**src/rtl/core/yc2rgb_pkg.sv**
```systemverilog
// ----------------------------------------------------------------------------
// yc2rgb_pkg: shared types and constants for the YCbCr 4:2:0 to RGB332 path
// Item and stage payload structs, BT.601 gains, Bayer thresholds, clamp.
// ----------------------------------------------------------------------------
`default_nettype none

package yc2rgb_pkg;

  localparam int PROD_W = 26;
  localparam int SUM_W  = 12;

  localparam logic signed [PROD_W-1:0] LUMA_GAIN = 26'sd76309;
  localparam logic signed [PROD_W-1:0] CR_TO_R   = 26'sd104597;
  localparam logic signed [PROD_W-1:0] CB_TO_G   = 26'sd25674;
  localparam logic signed [PROD_W-1:0] CR_TO_G   = 26'sd53278;
  localparam logic signed [PROD_W-1:0] CB_TO_B   = 26'sd132201;

  localparam logic [8:0] LUMA_OFFSET   = 9'd16;
  localparam logic [8:0] CHROMA_OFFSET = 9'd128;

  localparam logic [3:0][6:0] RG_THRESH = {7'd9, 7'd27, 7'd18, 7'd0};
  localparam logic [3:0][6:0] B_THRESH  = {7'd21, 7'd64, 7'd42, 7'd0};

  typedef struct packed {
    logic [7:0] luma_top_left;
    logic [7:0] luma_top_right;
    logic [7:0] luma_bottom_left;
    logic [7:0] luma_bottom_right;
    logic [7:0] chroma_blue;
    logic [7:0] chroma_red;
  } in_t;

  typedef struct packed {
    logic [7:0] pixel_top_left;
    logic [7:0] pixel_top_right;
    logic [7:0] pixel_bottom_left;
    logic [7:0] pixel_bottom_right;
  } out_t;

  typedef struct packed {
    logic [3:0][PROD_W-1:0] luma;
    logic [PROD_W-1:0]      red;
    logic [PROD_W-1:0]      green_cb;
    logic [PROD_W-1:0]      green_cr;
    logic [PROD_W-1:0]      blue;
  } prod_t;

  typedef struct packed {
    logic [3:0][7:0]   luma;
    logic signed [8:0] red;
    logic signed [8:0] green;
    logic signed [9:0] blue;
  } delta_t;

  function automatic logic [7:0] clamp255(input logic signed [SUM_W-1:0] v);
    logic [7:0] r;
    if (v < 0) begin
      r = 8'd0;
    end else if (v > 12'sd255) begin
      r = 8'd255;
    end else begin
      r = v[7:0];
    end
    return r;
  endfunction

endpackage

`default_nettype wire

```
**src/rtl/core/yc2rgb_mult.sv**
```systemverilog
// ----------------------------------------------------------------------------
// yc2rgb_mult: first stage, offset removal and gain multiplies
// Registers the luma and chroma products of one 2x2 block.
// ----------------------------------------------------------------------------
`default_nettype none

module yc2rgb_mult
  import yc2rgb_pkg::*;
(
  input  wire logic  clk,
  input  wire logic  rst,
  input  wire logic  valid_in,
  input  wire in_t   data_in,
  output logic       valid_out,
  output prod_t      data_out
);

  logic [3:0][7:0]          luma_raw;
  logic [3:0][PROD_W-1:0]   luma_ext;
  logic signed [8:0]        cb9;
  logic signed [8:0]        cr9;
  logic signed [PROD_W-1:0] cb_ext;
  logic signed [PROD_W-1:0] cr_ext;
  prod_t                    prod_next;

  assign luma_raw = {data_in.luma_bottom_right, data_in.luma_bottom_left,
                     data_in.luma_top_right, data_in.luma_top_left};

  always_comb begin
    for (int i = 0; i < 4; i++) begin
      luma_ext[i] = PROD_W'($signed({1'b0, luma_raw[i]} - LUMA_OFFSET));
      prod_next.luma[i] = $signed(luma_ext[i]) * LUMA_GAIN;
    end
    cb9    = $signed({1'b0, data_in.chroma_blue} - CHROMA_OFFSET);
    cr9    = $signed({1'b0, data_in.chroma_red} - CHROMA_OFFSET);
    cb_ext = PROD_W'(cb9);
    cr_ext = PROD_W'(cr9);
    prod_next.red      = cr_ext * CR_TO_R;
    prod_next.green_cb = cb_ext * CB_TO_G;
    prod_next.green_cr = cr_ext * CR_TO_G;
    prod_next.blue     = cb_ext * CB_TO_B;
  end

  always_ff @(posedge clk) begin
    if (rst) begin
      valid_out <= 1'b0;
    end else begin
      valid_out <= valid_in;
    end
  end

  always_ff @(posedge clk) begin
    data_out <= prod_next;
  end

endmodule

`default_nettype wire

```
**src/rtl/core/yc2rgb_scale.sv**
```systemverilog
// ----------------------------------------------------------------------------
// yc2rgb_scale: second stage, fixed-point scaling
// Floors the products by 2^16, sums the green terms and clamps luma.
// ----------------------------------------------------------------------------
`default_nettype none

module yc2rgb_scale
  import yc2rgb_pkg::*;
(
  input  wire logic  clk,
  input  wire logic  rst,
  input  wire logic  valid_in,
  input  wire prod_t data_in,
  output logic       valid_out,
  output delta_t     data_out
);

  logic [PROD_W-1:0] green_sum;
  delta_t            delta_next;

  always_comb begin
    green_sum = data_in.green_cb + data_in.green_cr;
    for (int i = 0; i < 4; i++) begin
      delta_next.luma[i] = clamp255(SUM_W'($signed(data_in.luma[i][25:16])));
    end
    delta_next.red   = $signed(data_in.red[24:16]);
    delta_next.green = $signed(green_sum[24:16]);
    delta_next.blue  = $signed(data_in.blue[25:16]);
  end

  always_ff @(posedge clk) begin
    if (rst) begin
      valid_out <= 1'b0;
    end else begin
      valid_out <= valid_in;
    end
  end

  always_ff @(posedge clk) begin
    data_out <= delta_next;
  end

endmodule

`default_nettype wire

```
**src/rtl/core/yc2rgb_dither.sv**
```systemverilog
// ----------------------------------------------------------------------------
// yc2rgb_dither: third stage, ordered dither and RGB332 packing
// Adds luma, chroma deltas (green subtracted) and Bayer thresholds per pixel, clamps and packs.
// ----------------------------------------------------------------------------
`default_nettype none

module yc2rgb_dither
  import yc2rgb_pkg::*;
(
  input  wire logic   clk,
  input  wire logic   rst,
  input  wire logic   valid_in,
  input  wire delta_t data_in,
  output logic        valid_out,
  output out_t        data_out
);

  logic signed [SUM_W-1:0] y_ext;
  logic signed [SUM_W-1:0] r_sum;
  logic signed [SUM_W-1:0] g_sum;
  logic signed [SUM_W-1:0] b_sum;
  logic [7:0]              r_val;
  logic [7:0]              g_val;
  logic [7:0]              b_val;
  logic [3:0][7:0]         pix;

  always_comb begin
    y_ext = '0;
    r_sum = '0;
    g_sum = '0;
    b_sum = '0;
    r_val = '0;
    g_val = '0;
    b_val = '0;
    for (int p = 0; p < 4; p++) begin
      y_ext = $signed({4'b0, data_in.luma[p]});
      r_sum = y_ext + SUM_W'(data_in.red) + $signed({5'b0, RG_THRESH[p]});
      g_sum = y_ext - SUM_W'(data_in.green) + $signed({5'b0, RG_THRESH[p]});
      b_sum = y_ext + SUM_W'(data_in.blue) + $signed({5'b0, B_THRESH[p]});
      r_val = clamp255(r_sum);
      g_val = clamp255(g_sum);
      b_val = clamp255(b_sum);
      pix[p] = {r_val[7:5], g_val[7:5], b_val[7:6]};
    end
  end

  always_ff @(posedge clk) begin
    if (rst) begin
      valid_out <= 1'b0;
    end else begin
      valid_out <= valid_in;
    end
  end

  always_ff @(posedge clk) begin
    data_out.pixel_top_left     <= pix[0];
    data_out.pixel_top_right    <= pix[1];
    data_out.pixel_bottom_left  <= pix[2];
    data_out.pixel_bottom_right <= pix[3];
  end

endmodule

`default_nettype wire

```
**src/rtl/core/ycbcr420_to_rgb332_bayer_dither.sv**
```systemverilog
// ----------------------------------------------------------------------------
// ycbcr420_to_rgb332_bayer_dither: 2x2 YCbCr 4:2:0 block to four RGB332 pixels
// Pipeline: start and samples pass through three register stages (multiply,
// scale, dither); done is the valid bit of the dither stage.
// Throughput: one block per cycle, set by the three-stage multiply/scale/dither
// pipeline; busy stays low since the receiver cannot stall.
// Reset: synchronous rst clears the stage valid bits; items in flight drop.
// ----------------------------------------------------------------------------
`default_nettype none

module ycbcr420_to_rgb332_bayer_dither
  import yc2rgb_pkg::*;
(
  input  wire logic clk,
  input  wire logic rst,
  input  wire logic start,
  output logic      busy,
  input  wire in_t  samples,
  output logic      done,
  output out_t      pixels
);

  logic   mult_valid;
  prod_t  mult_data;
  logic   scale_valid;
  delta_t scale_data;

  assign busy = 1'b0;

  yc2rgb_mult u_mult (
    .clk       (clk),
    .rst       (rst),
    .valid_in  (start),
    .data_in   (samples),
    .valid_out (mult_valid),
    .data_out  (mult_data)
  );

  yc2rgb_scale u_scale (
    .clk       (clk),
    .rst       (rst),
    .valid_in  (mult_valid),
    .data_in   (mult_data),
    .valid_out (scale_valid),
    .data_out  (scale_data)
  );

  yc2rgb_dither u_dither (
    .clk       (clk),
    .rst       (rst),
    .valid_in  (scale_valid),
    .data_in   (scale_data),
    .valid_out (done),
    .data_out  (pixels)
  );

endmodule

`default_nettype wire
```
**config.mk**
```make
export PLATFORM = sky130hd
export DESIGN_NAME = ycbcr420_to_rgb332_bayer_dither
export DESIGN_NICKNAME = d
export VERILOG_FILES = /design/src/rtl/core/yc2rgb_pkg.sv /design/src/rtl/core/yc2rgb_mult.sv /design/src/rtl/core/yc2rgb_scale.sv /design/src/rtl/core/yc2rgb_dither.sv /design/src/rtl/core/ycbcr420_to_rgb332_bayer_dither.sv
export SDC_FILE = /design/constraint.sdc
export NUM_CORES = 1
export LEC_CHECK = 0
export BUFFER_PORTS_ARGS = -buffer_cell sky130_fd_sc_hd__buf_2
export CAP_MARGIN = 20
export CORE_ASPECT_RATIO = 2
export CORE_MARGIN = 2
export CORE_UTILIZATION = 40
export CTS_BUF_LIST = sky130_fd_sc_hd__clkbuf_16
export DETAILED_ROUTE_END_ITERATION = 12
export GPL_TIMING_DRIVEN = 0
export SLEW_MARGIN = 20
export SYNTH_ARGS = -nofsm -noshare
export SYNTH_HDL_FRONTEND = slang
export SYNTH_SLANG_ARGS = --single-unit
```
**constraint.sdc**
```tcl
create_clock -name clk -period 16 [get_ports clk]
set_input_delay 3.2 -clock clk [delete_from_list [all_inputs] [get_ports clk]]
set_output_delay 3.2 -clock clk [all_outputs]
set_load 0.02 [all_outputs]
```
==> metrics <==
status=completed; slowest CP cell=nor3b_2; root buf cell=clkbuf_16; RSZ-0062 raised after global routing=no; layout cell share with drive strength beyond 1=5.43%; reg2reg end=u_dither.data_out[22]; num rows=129; maximum operating frequency=121 MHz; DRC=0; CTS tree=done; crit path launch=samples[36]; DP Cell Count=3476; Top FF cell, synth=dfxtp_1; most common cell after layout, fill and taps aside=ha_1; H-tree Lvls=1; startpoint type of the worst setup path=input pin; Period minus WS final=8240 ps; Setup violations, final=0; Die Footprint=0.0644 mm²; Final #Nets=3704; R2R Setup Slk=12650 ps; fin cells=3510; Hold Startpoint=u_mult.data_out[94]; Worst path max stage delay=630 ps; Hold/Removal Path Class=flip-flop to flip-flop; #FFs+latches synth=202; Slew Limit Fails=0; wire per inst=15.1 µm; antenna-violating nets left=0; Syn Std Cell Area=0.0249 mm²; synth unique cells=78; drt pass-1 iters=5; Critical Path RT=16390 ps; RR Startpoint=u_scale.data_out[20]; worst skew pair latency=540 ps; Post-CTS Setup Repair Bufs=0; Hold Path Depth=0; Peak VDD IR=0.0751 mV; Post-DP Area=0.0263 mm²; CP Max Fanout=7; drt via density=5.06; Async SR Flop Fraction=0%; vias in the first global route=19800; Worst Skew=41.0 ps; Die X=180 µm; routed wire length=53000 µm; Worst Max-Slew Pin Slew=765 ps; largest net degree at the start of global routing=20; leakage power=15.0 nW; worst path cell trace=buf_2 -> inv_1 -> ha_1 -> nor3b_2 -> ha_1 -> inv_1 -> fa_1 -> fa_1 -> fa_1 -> inv_1 -> ha_1 -> ha_1 -> nand2_1 -> or2_2 -> a31o_2 -> o21a_2 -> o21bai_2 -> a311o_1 -> a21oi_2 -> xnor2_1; Clock Tree Buf Depth=3; Endpoint, Worst Hold=u_scale.data_out[19]; routed via count=17800; Final period util=51.5%; Initial Util=40.4%; final worst slack=7760 ps; Core Area=0.0617 mm²; GPL Wtd Cong=0.880; CTS Sinks=202; setup_tns=0 ps; R2R depth=14; Inserted Clock Buffers=20; aggregate global-route resource usage=16.9%; most frequent cells in the layout=ha_1 (777), inv_1 (515), dfxtp_1 (202); die height=357 µm; headroom to the max-slew limit=48.8%; post-synthesis area per instance=9.55 µm²; Mapped Cells=2607; DP Wirelength=46600 µm; Max Cap Viol=0; initial antenna violation count=0; crit path DAT=8640 ps; synthesized net count=3599; initial DRC count=394; most frequent CP cell=ha_1; PortBufs=83; CP Class=input pin to flip-flop; area grow syn2layout=8.13%; post-route cell area=0.0269 mm²; Clock transition at path regs=70 ps; P per Cell Area=177 mW/mm²; Warnings, synthesis=0; Post-synth EDFFs=0; Final Hold Fails=0; CP Capture Type=flip-flop; total grt overflow=0; Top-Level Pins=85; pre-CTS WS=7160 ps; Hold-fix buffers, CTS=0; # diodes=0; first-pass GRT wire length=90300 µm; Seq/Total Area, Yosys=16.2%; # resized after CTS=0
## area by class of cell
cell class / count / area, µm²
Buffer: 12 / 48.8
Clock buffer: 20 / 500
Clock inverter: 14 / 115
Fill cell: 5990 / 34700
Inverter: 513 / 1930
Multi-Input combinational cell: 1880 / 18900
Sequential cell: 202 / 4040
Tap cell: 786 / 983
Timing Repair Buffer: 83 / 415
## cell usage after synthesis, types with 3 or more instances
master	count	area share, %
nand4_1	12	0.30
a31o_2	3	0.11
mux2i_1	5	0.20
fa_1	164	13
a211oi_2	3	0.15
and2_1	7	0.18
a31oi_1	7	0.18
inv_1	511	7.7
nor4_1	3	0.075
xor2_1	61	2.1
o21a_1	30	0.90
or3_1	8	0.20
dfxtp_1	202	16
a21oi_2	3	0.11
nor2_1	160	2.4
a21boi_0	6	0.18
ha_1	777	39
o21ai_0	57	1.1
o41ai_2	4	0.26
nand2_1	57	0.86
nor3_1	37	0.74
o211ai_1	8	0.24
or2_2	5	0.13
o21bai_1	15	0.45
nand3_1	27	0.54
a211oi_1	11	0.33
clkbuf_1	11	0.17
and3_1	9	0.23
a2111oi_0	4	0.14
a22o_1	3	0.11
nor2b_1	28	0.70
a21oi_1	125	2.5
xnor2_1	82	2.9
a211o_1	3	0.11
nand2b_1	21	0.53
o31ai_1	4	0.12
a21o_1	70	2.1
a21boi_1	5	0.15
o21ai_1	8	0.16
## routing by layer
| metal | share of wire, % | vias up | GRT usage, % |
|---|---|---|---|
| met3 | 2.1 | 134 | 1.47 |
| li1 | - | 8952 | - |
| met1 | 37 | 8413 | 16.2 |
| met5 | 0 | - | 0 |
| met4 | 5.1 | 0 | 8.19 |
| met2 | 56 | 261 | 35.3 |
## where the power goes
group          internal (W)  switching (W)
clock network      0.000246       0.000206
registers          0.000761       0.000157
logic               0.00150        0.00189
total               0.00251        0.00225
## registers in the layout, summed over array words and instances (netlist names)
signal and count:
u_mult.data_out 107, u_scale.data_out 60, u_dither.data_out 32, u_dither.valid_out 1, u_mult.valid_out 1, u_scale.valid_out 1
## logic make-up after synthesis
logic type / after synthesis / synth area share [%]
flops: 202 / 16.2
mux: 6 / 0.246
fa+ha+maj: 941 / 52.2
buf+inv: 525 / 7.93
xor+xnor: 143 / 5.03
simple gates: 383 / 7.19
other cells: 1 / 0.0151
compound gates: 406 / 11.1
## worst max-delay path, delay by kind of cell
kind | cells | cell delay, ps
XOR/XNOR | 1 | 120
AO/OA/AOI/OAI | 5 | 1000
adder cells (fa/ha/maj) | 7 | 2860
AND/OR/NAND/NOR | 3 | 960
buffers and inverters | 4 | 490
## worst max path at each step
stage / endpoint / slack (ps) / cells past startpoint
final: u_mult.data_out[155] / 7760 / 20
after global routing: u_mult.data_out[129] / 7420 / 21
after CTS: u_mult.data_out[129] / 7710 / 21
after detailed placement: u_mult.data_out[129] / 7160 / 21
after global placement: u_mult.data_out[155] / 6660 / 20
after floorplan: u_mult.data_out[155] / 7600 / 19
## stage by stage
| step | utilization [%] | hold slack, ps | total power [W] |
|---|---|---|---|
| floorplan | - | 310 | 0.00349 |
| global placement | 42.7 | 314 | 0.00416 |
| detailed placement | 42.7 | 313 | 0.00431 |
| CTS | 43.7 | 301 | 0.00483 |
| global route | 43.7 | 321 | 0.00535 |
| finish | 43.7 | 302 | 0.00476 |
Note: power is estimated with default switching activity, not from simulation.
